### config.mk
export PLATFORM = sky130hd
export DESIGN_NAME = shell_sort_with_op_count
export DESIGN_NICKNAME = d
export VERILOG_FILES = /design/src/design/ssoc_pkg.sv /design/src/design/ssoc_store.sv /design/src/design/ssoc_sequencer.sv /design/src/design/ssoc_datapath.sv /design/src/design/shell_sort_with_op_count.sv
export SDC_FILE = /design/constraint.sdc
export NUM_CORES = 2
export LEC_CHECK = 0
export ABC_AREA = 1
export BUFFER_PORTS_ARGS = -buffer_cell sky130_fd_sc_hd__buf_2
export CAP_MARGIN = 5
export CORE_UTILIZATION = 35
export DETAILED_ROUTE_END_ITERATION = 8
export GPL_TIMING_DRIVEN = 0
export PLACE_DENSITY = 0.49
export SLEW_MARGIN = 20
export SYNTH_ARGS = -nofsm -noshare
export SYNTH_HDL_FRONTEND = slang
export SYNTH_SLANG_ARGS = --single-unit
### constraint.sdc
create_clock -name clk -period 9.95 [get_ports clk]
set_input_delay 0 -clock clk [delete_from_list [all_inputs] [get_ports clk]]
set_output_delay 0 -clock clk [all_outputs]
set_load 0.03 [all_outputs]
### src/design/ssoc_pkg.sv
// shared types, opcodes and control word layout for the shell sort block
package ssoc_pkg;

  localparam int DATA_W  = 32;
  localparam int COUNT_W = 16;
  localparam int STEP_W  = 4;

  typedef struct packed {
    logic signed [DATA_W-1:0] value;
    logic                     is_last;
  } in_word_t;

  typedef struct packed {
    logic signed [DATA_W-1:0]  sorted_value;
    logic                      end_of_set;
    logic        [COUNT_W-1:0] op_count;
  } out_word_t;

  // datapath operations, one per microcode step
  localparam logic [3:0] OP_LOAD  = 4'd0;
  localparam logic [3:0] OP_SETUP = 4'd1;
  localparam logic [3:0] OP_PASS  = 4'd2;
  localparam logic [3:0] OP_ILOAD = 4'd3;
  localparam logic [3:0] OP_HOLD  = 4'd4;
  localparam logic [3:0] OP_CMPRD = 4'd5;
  localparam logic [3:0] OP_CMP   = 4'd6;
  localparam logic [3:0] OP_PLACE = 4'd7;
  localparam logic [3:0] OP_HALVE = 4'd8;
  localparam logic [3:0] OP_ERD   = 4'd9;
  localparam logic [3:0] OP_EOUT  = 4'd10;

  // wait conditions
  localparam logic [1:0] WT_NONE = 2'd0;
  localparam logic [1:0] WT_IN   = 2'd1;
  localparam logic [1:0] WT_OUT  = 2'd2;

  // branch conditions
  localparam logic [3:0] BR_ALWAYS   = 4'd0;
  localparam logic [3:0] BR_NOTLAST  = 4'd1;
  localparam logic [3:0] BR_SETUP_G0 = 4'd2;
  localparam logic [3:0] BR_HALF_NZ  = 4'd3;
  localparam logic [3:0] BR_J_LT_GAP = 4'd4;
  localparam logic [3:0] BR_LESS     = 4'd5;
  localparam logic [3:0] BR_MORE_I   = 4'd6;
  localparam logic [3:0] BR_LAST_K   = 4'd7;

  typedef struct packed {
    logic [3:0]        op;
    logic [1:0]        wait_on;
    logic [3:0]        br;
    logic [STEP_W-1:0] tgt_true;
    logic [STEP_W-1:0] tgt_false;
  } ctrl_word_t;

  // sequencer to datapath
  typedef struct packed {
    logic [3:0] op;
    logic       go;
  } ssoc_ctl_t;

  // datapath to sequencer
  typedef struct packed {
    logic in_valid;
    logic out_free;
    logic is_last;
    logic setup_gap0;
    logic half_nz;
    logic j_lt_gap;
    logic less;
    logic more_i;
    logic last_k;
  } ssoc_flags_t;

endpackage

### src/design/ssoc_store.sv
// element store: one write port, one registered read port
module ssoc_store #(
  parameter int DEPTH = 64,
  parameter int AW    = 6
) (
  input  logic                       clk,
  input  logic                       wr_en,
  input  logic [AW-1:0]              wr_addr,
  input  logic [ssoc_pkg::DATA_W-1:0] wr_data,
  input  logic                       rd_en,
  input  logic [AW-1:0]              rd_addr,
  output logic [ssoc_pkg::DATA_W-1:0] rd_data
);
  import ssoc_pkg::*;

  logic [DATA_W-1:0] mem [DEPTH];

  always_ff @(posedge clk) begin
    if (wr_en) begin
      mem[wr_addr] <= wr_data;
    end
  end

  always_ff @(posedge clk) begin
    if (rd_en) begin
      rd_data <= mem[rd_addr];
    end
  end

endmodule

### src/design/ssoc_sequencer.sv
// microcode sequencer: step counter, program rom and branch logic
module ssoc_sequencer (
  input  logic                 clk,
  input  logic                 rst,
  input  ssoc_pkg::ssoc_flags_t flags,
  output ssoc_pkg::ssoc_ctl_t   ctl
);
  import ssoc_pkg::*;

  localparam logic [STEP_W-1:0] S_IDLE  = 4'd0;
  localparam logic [STEP_W-1:0] S_SETUP = 4'd1;
  localparam logic [STEP_W-1:0] S_PASS  = 4'd2;
  localparam logic [STEP_W-1:0] S_ILOAD = 4'd3;
  localparam logic [STEP_W-1:0] S_HOLD  = 4'd4;
  localparam logic [STEP_W-1:0] S_CMPRD = 4'd5;
  localparam logic [STEP_W-1:0] S_CMP   = 4'd6;
  localparam logic [STEP_W-1:0] S_PLACE = 4'd7;
  localparam logic [STEP_W-1:0] S_HALVE = 4'd8;
  localparam logic [STEP_W-1:0] S_ERD   = 4'd9;
  localparam logic [STEP_W-1:0] S_EOUT  = 4'd10;

  function automatic ctrl_word_t rom(input logic [STEP_W-1:0] step);
    ctrl_word_t w;
    unique case (step)
      S_IDLE:  w = '{OP_LOAD,  WT_IN,   BR_NOTLAST,  S_IDLE,  S_SETUP};
      S_SETUP: w = '{OP_SETUP, WT_NONE, BR_SETUP_G0, S_ERD,   S_PASS};
      S_PASS:  w = '{OP_PASS,  WT_NONE, BR_ALWAYS,   S_ILOAD, S_ILOAD};
      S_ILOAD: w = '{OP_ILOAD, WT_NONE, BR_ALWAYS,   S_HOLD,  S_HOLD};
      S_HOLD:  w = '{OP_HOLD,  WT_NONE, BR_ALWAYS,   S_CMPRD, S_CMPRD};
      S_CMPRD: w = '{OP_CMPRD, WT_NONE, BR_J_LT_GAP, S_PLACE, S_CMP};
      S_CMP:   w = '{OP_CMP,   WT_NONE, BR_LESS,     S_CMPRD, S_PLACE};
      S_PLACE: w = '{OP_PLACE, WT_NONE, BR_MORE_I,   S_ILOAD, S_HALVE};
      S_HALVE: w = '{OP_HALVE, WT_NONE, BR_HALF_NZ,  S_PASS,  S_ERD};
      S_ERD:   w = '{OP_ERD,   WT_NONE, BR_ALWAYS,   S_EOUT,  S_EOUT};
      S_EOUT:  w = '{OP_EOUT,  WT_OUT,  BR_LAST_K,   S_IDLE,  S_ERD};
      default: w = '{OP_LOAD,  WT_IN,   BR_ALWAYS,   S_IDLE,  S_IDLE};
    endcase
    return w;
  endfunction

  logic [STEP_W-1:0] pc;
  logic [STEP_W-1:0] pc_next;
  ctrl_word_t        cw;
  logic              go;
  logic              taken;

  assign cw = rom(pc);

  always_comb begin
    unique case (cw.wait_on)
      WT_IN:   go = flags.in_valid;
      WT_OUT:  go = flags.out_free;
      default: go = 1'b1;
    endcase
  end

  always_comb begin
    unique case (cw.br)
      BR_NOTLAST:  taken = !flags.is_last;
      BR_SETUP_G0: taken = flags.setup_gap0;
      BR_HALF_NZ:  taken = flags.half_nz;
      BR_J_LT_GAP: taken = flags.j_lt_gap;
      BR_LESS:     taken = flags.less;
      BR_MORE_I:   taken = flags.more_i;
      BR_LAST_K:   taken = flags.last_k;
      default:     taken = 1'b1;
    endcase
  end

  assign pc_next = go ? (taken ? cw.tgt_true : cw.tgt_false) : pc;

  always_ff @(posedge clk) begin
    if (rst) begin
      pc <= S_IDLE;
    end else begin
      pc <= pc_next;
    end
  end

  assign ctl.op = cw.op;
  assign ctl.go = go;

endmodule

### src/design/ssoc_datapath.sv
// sort datapath: index and gap registers, held element, tally, output register
module ssoc_datapath #(
  parameter int MAX_ELEMENTS = 64
) (
  input  logic                  clk,
  input  logic                  rst,
  input  ssoc_pkg::ssoc_ctl_t   ctl,
  output ssoc_pkg::ssoc_flags_t flags,
  input  logic                  in_valid,
  output logic                  in_ready,
  input  ssoc_pkg::in_word_t    in_data,
  output logic                  out_valid,
  input  logic                  out_ready,
  output ssoc_pkg::out_word_t   out_data
);
  import ssoc_pkg::*;

  localparam int AW = (MAX_ELEMENTS > 1) ? $clog2(MAX_ELEMENTS) : 1;
  localparam int CW = $clog2(MAX_ELEMENTS + 1);
  localparam logic [CW-1:0] MAX_FILL = CW'(MAX_ELEMENTS);

  logic [CW-1:0]      fill;
  logic [CW-1:0]      gap;
  logic [CW-1:0]      i;
  logic [CW-1:0]      j;
  logic [CW-1:0]      k;
  logic [DATA_W-1:0]  held;
  logic [COUNT_W-1:0] tally;
  logic [COUNT_W-1:0] tally_inc;

  logic              wr_en;
  logic [AW-1:0]     wr_addr;
  logic [DATA_W-1:0] wr_data;
  logic              rd_en;
  logic [AW-1:0]     rd_addr;
  logic [DATA_W-1:0] rd_data;

  logic          fire;
  logic          has_room;
  logic          less;
  logic          more_i;
  logic          last_k;
  logic [CW-1:0] j_gap;
  logic [CW:0]   i_plus;
  logic [CW:0]   k_plus;

  assign fire      = ctl.go;
  assign in_ready  = (ctl.op == OP_LOAD);
  assign has_room  = (fill < MAX_FILL);
  assign tally_inc = (tally == {COUNT_W{1'b1}}) ? tally : tally + COUNT_W'(1);
  assign less      = $signed(held) < $signed(rd_data);
  assign j_gap     = j - gap;
  assign i_plus    = {1'b0, i} + (CW+1)'(1);
  assign k_plus    = {1'b0, k} + (CW+1)'(1);
  assign more_i    = (i_plus < {1'b0, fill});
  assign last_k    = (k_plus == {1'b0, fill});

  assign flags.in_valid   = in_valid;
  assign flags.out_free   = !out_valid || out_ready;
  assign flags.is_last    = in_data.is_last;
  assign flags.setup_gap0 = ((fill >> 1) == '0);
  assign flags.half_nz    = ((gap >> 1) != '0);
  assign flags.j_lt_gap   = (j < gap);
  assign flags.less       = less;
  assign flags.more_i     = more_i;
  assign flags.last_k     = last_k;

  // store port selection
  always_comb begin
    wr_en   = 1'b0;
    wr_addr = j[AW-1:0];
    wr_data = held;
    rd_en   = 1'b0;
    rd_addr = i[AW-1:0];
    case (ctl.op)
      OP_LOAD: begin
        wr_en   = fire && has_room;
        wr_addr = fill[AW-1:0];
        wr_data = in_data.value;
      end
      OP_ILOAD: begin
        rd_en = 1'b1;
      end
      OP_CMPRD: begin
        rd_en   = 1'b1;
        rd_addr = j_gap[AW-1:0];
      end
      OP_CMP: begin
        wr_en   = less;
        wr_data = rd_data;
      end
      OP_PLACE: begin
        wr_en = 1'b1;
      end
      OP_ERD: begin
        rd_en   = 1'b1;
        rd_addr = k[AW-1:0];
      end
      default: ;
    endcase
  end

  ssoc_store #(
    .DEPTH (MAX_ELEMENTS),
    .AW    (AW)
  ) u_store (
    .clk     (clk),
    .wr_en   (wr_en),
    .wr_addr (wr_addr),
    .wr_data (wr_data),
    .rd_en   (rd_en),
    .rd_addr (rd_addr),
    .rd_data (rd_data)
  );

  // control state
  always_ff @(posedge clk) begin
    if (rst) begin
      fill      <= '0;
      tally     <= '0;
      out_valid <= 1'b0;
    end else begin
      if (out_ready && !(fire && ctl.op == OP_EOUT)) begin
        out_valid <= 1'b0;
      end
      if (fire) begin
        unique case (ctl.op)
          OP_LOAD: begin
            if (has_room) begin
              fill <= fill + CW'(1);
            end
          end
          OP_SETUP: tally <= '0;
          OP_CMP:   tally <= tally_inc;
          OP_PLACE: tally <= tally_inc;
          OP_EOUT: begin
            out_valid <= 1'b1;
            if (last_k) begin
              fill <= '0;
            end
          end
          default: ;
        endcase
      end
    end
  end

  // working registers
  always_ff @(posedge clk) begin
    if (fire) begin
      case (ctl.op)
        OP_SETUP: begin
          gap <= fill >> 1;
          k   <= '0;
        end
        OP_PASS:  i <= gap;
        OP_ILOAD: j <= i;
        OP_HOLD:  held <= rd_data;
        OP_CMP: begin
          if (less) begin
            j <= j_gap;
          end
        end
        OP_PLACE: i <= i_plus[CW-1:0];
        OP_HALVE: gap <= gap >> 1;
        OP_EOUT: begin
          out_data.sorted_value <= rd_data;
          out_data.end_of_set   <= last_k;
          out_data.op_count     <= tally;
          k                     <= k_plus[CW-1:0];
        end
        default: ;
      endcase
    end
  end

`ifndef SYNTHESIS
  a_fill_bound: assert property (@(posedge clk) disable iff (rst)
    fill <= MAX_FILL)
    else $error("fill count beyond store depth");

  a_cmp_in_range: assert property (@(posedge clk) disable iff (rst)
    (fire && ctl.op == OP_CMP) |-> (j >= gap))
    else $error("comparison issued with j below gap");

  a_set_done_clears: assert property (@(posedge clk) disable iff (rst)
    (fire && ctl.op == OP_EOUT && last_k) |=> (fill == '0))
    else $error("fill count not cleared after last word");

  a_tally_monotone: assert property (@(posedge clk) disable iff (rst)
    (ctl.op != OP_SETUP) |=> (tally >= $past(tally)))
    else $error("operation tally decreased outside setup");
`endif

endmodule

### src/design/shell_sort_with_op_count.sv
// top level of the shell sort block with operation count
//
// input channel (in_valid / in_ready / in_data): one word per element, signed
// 32-bit value plus is_last; the word with is_last set closes the set and
// starts the sort. words beyond MAX_ELEMENTS are dropped, but a dropped last
// word still starts the sort of what is held.
// output channel (out_valid / out_ready / out_data): one word per sorted
// element in ascending order, end_of_set on the final one, each carrying the
// saturating count of comparisons plus placements for the set.
// steps: loading takes the load step per word. the sort runs a setup step, a
// pass and a halve step per gap pass, load, hold and place steps per insertion
// (plus one more compare-read when it runs to the front of its chain) and a
// compare-read and a compare step per comparison, all set by the single read
// port of the element store driven by the microcode sequencer. each result is
// a read step, then an emit step that loads the output register.
// a stalled receiver holds the output register and the sequencer waits in
// its emit step; in_ready is high only while the sequencer sits in its load
// step, which it may reach while the final result still waits to be taken.
// reset (rst, synchronous) empties the set, clears the tally and drops any
// pending output word; store contents are not cleared.
module shell_sort_with_op_count #(
  parameter int MAX_ELEMENTS = 64
) (
  input  logic                clk,
  input  logic                rst,
  input  logic                in_valid,
  output logic                in_ready,
  input  ssoc_pkg::in_word_t  in_data,
  output logic                out_valid,
  input  logic                out_ready,
  output ssoc_pkg::out_word_t out_data
);
  import ssoc_pkg::*;

  ssoc_ctl_t   ctl;    // current step's operation and whether it fires
  ssoc_flags_t flags;  // branch and wait conditions back to the sequencer

  // program counter and rom of control words
  ssoc_sequencer u_seq (
    .clk   (clk),
    .rst   (rst),
    .flags (flags),
    .ctl   (ctl)
  );

  // registers, store and output word register
  ssoc_datapath #(
    .MAX_ELEMENTS (MAX_ELEMENTS)
  ) u_dp (
    .clk       (clk),
    .rst       (rst),
    .ctl       (ctl),
    .flags     (flags),
    .in_valid  (in_valid),
    .in_ready  (in_ready),
    .in_data   (in_data),
    .out_valid (out_valid),
    .out_ready (out_ready),
    .out_data  (out_data)
  );

endmodule

==> metrics.csv <==
stage,metric,value,unit
min_path,WHS Path Cells,4,
grt,initial antenna violation count,36,
placed_design,HPWL Detailed,305.3,mm
routing,DR vias/cell,5.753,
logic_synthesis,post-synthesis net count,7721,
floorplan,I/O Pins,88,
logic_synthesis,top cell type's share of synthesized area,72.16,%
sta,Fin Hold WS,133.9,ps
sta,total negative setup slack,0,ps
clocking,CTS Buffer Depth,3,
logic_synthesis,"top cells by count, synth","nand2_1, edfxtp_1, nand3_1",
sta,Final min period,5692,ps
power,clock network power share,23.2,%
routing,post-route ant nets,0,
logic_synthesis,largest area contributor in the netlist,edfxtp_1,
clocking,Num CTS Buffers,233,
floorplan,chip width,512.1,microns
routing,Routed WL per cell,34.14,microns
sta,final worst slack,4258,ps
power,Sw Ratio,42.95,%
critical_path,Reg2Reg Depth,15,
clocking,CTS tree,done,
power,Max VDD drop,0.1755,mV
sta,Peak Freq,0.1757,GHz
power,share of power burned in registers,35.3,%
sta,Slew Limit Headroom,13.58,%
placed_design,dpl ws,4345,ps
floorplan,Die Span Y,512.1,microns
outcome,status,finished with violations,
critical_path,nature of the critical path startpoint,flip-flop,
floorplan,die area,262200,sq um
critical_path,register-to-register setup slack,4260,ps
routing,1st-pass router iterations,9,
power,Internal,21.52,mW
power,Comb power frac,41.6,%
placed_design,final RePlAce weighted congestion,1.017,
min_path,Hold Path Class,primary input to flip-flop,
critical_path,crit path kind,flip-flop to flip-flop,
logic_synthesis,Post-Syn Area,91050,sq um
grt,GRT Residual Overflow,0,
logic_synthesis,Post-synth EDFFs,2188,
clocking,Worst-path clk slew,60,ps
logic_synthesis,top-count cell post-synth,nand2_1,
outcome,failing checks,DRC,
power,Pleak,39.70,nW
finish,area grow syn2layout,21.01,%
logic_synthesis,synthesized area per cell,11.93,sq um
min_path,hold_sp,in_data[6],
critical_path,Critical Path Fanout Max,13,
clocking,Resize count post-CTS,0,
placed_design,IO Port Bufs,86,
sta,Slew @ Worst Pin,1291,ps
critical_path,Critical Path AT,6270,ps
clocking,CTS Hold Bufs,37,
power,Tot Pwr,37.73,mW
routing,Post-Route WL,411.4,mm
power,switching pwr,16.20,mW
logic_synthesis,prevailing post-synth register cell,edfxtp_1,
critical_path,CP required,10530,ps
job,max_cap viols,0,
clocking,# clock sinks,2232,
logic_synthesis,sequential share of the synthesized area,73.13,%
sta,final hold violation count,0,
logic_synthesis,Async SR Flop Fraction,0,%
sta,Final Max Tran Viols,0,
critical_path,r2r startpoint,u_dp.u_store.rd_data[31],
sta,Final Skew,57.63,ps
logic_synthesis,synth warn,0,
routing,vias,69330,
min_path,Hold Path End,u_dp.u_store.mem[10][5],
logic_synthesis,Synth area leaders,"edfxtp_1, nand2_1, nand3_1",
finish,Final #Nets,8526,
floorplan,Placeable Area,257600,sq um
clocking,clock tree root driver cell,clkbuf_16,
sta,fin crit share,57.20,%
clocking,worst-skew pair later-pin latency,900,ps
critical_path,Reg-to-Reg End,u_dp.u_store.mem[22][21],
routing,Starting DRT DRC Count,11780,
clocking,CTS H-tree lvls,4,
finish,fin util,42.77,%
critical_path,Critical Path Sink Type,flip-flop,
clocking,Post-CTS Setup Bufs,0,
routing,residual DRC count,7,
grt,vias in the first global route,63190,
power,power per cell area,342.4,nW/um^2
sta,RSZ-0062 raised after global routing,false,
grt,largest net degree at the start of global routing,34,
grt,overall routing resource usage,30.68,%
logic_synthesis,Mapped Cells,7630,
finish,share of cells above drive strength 1,14.52,%
sta,endpoints failing setup,0,
logic_synthesis,Yosys cell types,41,
logic_synthesis,Synth Register Bits,2232,
floorplan,Initial Util,35.34,%
floorplan,Std-Cell Rows,186,
grt,first-pass GRT wire length,545.9,mm
## logic make-up after synthesis
logic type      after synthesis  share of synthesized area [%]
fa+ha+maj                    54                         0.7503
buf+inv                     679                          3.188
compound gates              574                          3.802
simple gates               4077                          19.00
xor+xnor                     14                         0.1347
flops                      2232                          73.13
## power by group through the flow
stage	logic (mW)	clock network, mW	registers, mW
global route	15.9	9.09	13.4
global placement	12.9	0	14.5
detailed placement	14.9	0	13.5
finish	15.7	8.74	13.3
floorplan	5.92	0	13.8
CTS	14.9	8.74	13.3
## state kept, by name (all words and copies together), names as in the netlist
name,cells
u_dp.fill,7
u_dp.gap,6
u_dp.held,32
u_dp.i,7
u_dp.j,7
u_dp.k,7
u_dp.out_data,49
u_dp.out_valid,1
u_dp.tally,16
u_dp.u_store.mem,2048
u_dp.u_store.rd_data,32
u_seq.cw,16
u_seq.pc,4
## layer usage
metal	share of wire (%)	vias up	routed length [microns]	GRT usage (%)
li1	-	28800	-	-
met1	39	34670	160200	41.42
met3	12	947	50640	7.937
met5	0.12	-	475	0.5845
met2	42	4899	173300	44.82
met4	6.5	10	26780	16.97
## final cells by class
| type | count | area, sq um |
|---|---|---|
| fill | 23930 | 147400 |
| sequential | 2232 | 66580 |
| multi-input combinational | 4719 | 22080 |
| timing repair buffer | 570 | 6834 |
| clock buffer | 318 | 6276 |
| tap | 3384 | 4234 |
| buffer | 457 | 2087 |
| clock inverter | 123 | 1187 |
| inverter | 222 | 833.3 |
| antenna | 25 | 62.56 |
## cell usage in the layout, fill, tap and decap left out, types with 37 or more instances in the layout
cell,netlist,routed
a21oi_1,38,37
o21ai_0,249,249
o22ai_1,41,41
nor2_4,1,66
buf_4,5,264
buf_1,42,38
o211ai_1,189,189
buf_16,0,78
dfxtp_1,44,44
or2_2,44,44
nor2_1,276,211
nand2_1,2291,2290
inv_1,214,214
clkbuf_1,142,210
dlygate4sd3_1,0,37
clkinv_1,2,58
edfxtp_1,2188,2188
buf_2,268,360
clkbuf_16,0,238
o21ai_1,40,39
ha_1,53,53
nand3_1,1416,1415
buf_12,0,79
## critical path: stages, from the launching register on
cell	delay, ps
edfxtp_1	470
inv_1	100
ha_1	350
nand2_1	90
nor2_1	150
nand4_1	210
nor4_1	390
nand2_1	200
nand3_1	270
nand3_1	160
nand3_1	330
nand4_1	950
nor2_4	1020
buf_16	230
buf_16	170
buf_12	200
## through the flow
stage	cells	area, sq um
6_report	12050	110200
3_3_place_gp	11100	95720
4_1_cts	12020	110100
5_1_grt	12040	110100
2_1_floorplan	7630	91050
3_5_place_dp	11550	102300
## worst max path at each step
stage                     depth (start not counted)  slack [ps]                      from                       end
after CTS                                        15        4310  u_dp.u_store.rd_data[31]  u_dp.u_store.mem[22][21]
after global placement                            8        -380              u_seq.cw[15]  u_dp.u_store.mem[16][13]
after detailed placement                         15        4340  u_dp.u_store.rd_data[31]  u_dp.u_store.mem[22][21]
after floorplan                                  13        5800              u_seq.cw[17]              u_dp.fill[4]
after global routing                             15        4140  u_dp.u_store.rd_data[31]  u_dp.u_store.mem[22][21]
final                                            15        4260  u_dp.u_store.rd_data[31]  u_dp.u_store.mem[22][21]
(Power assumes the default switching activity.)
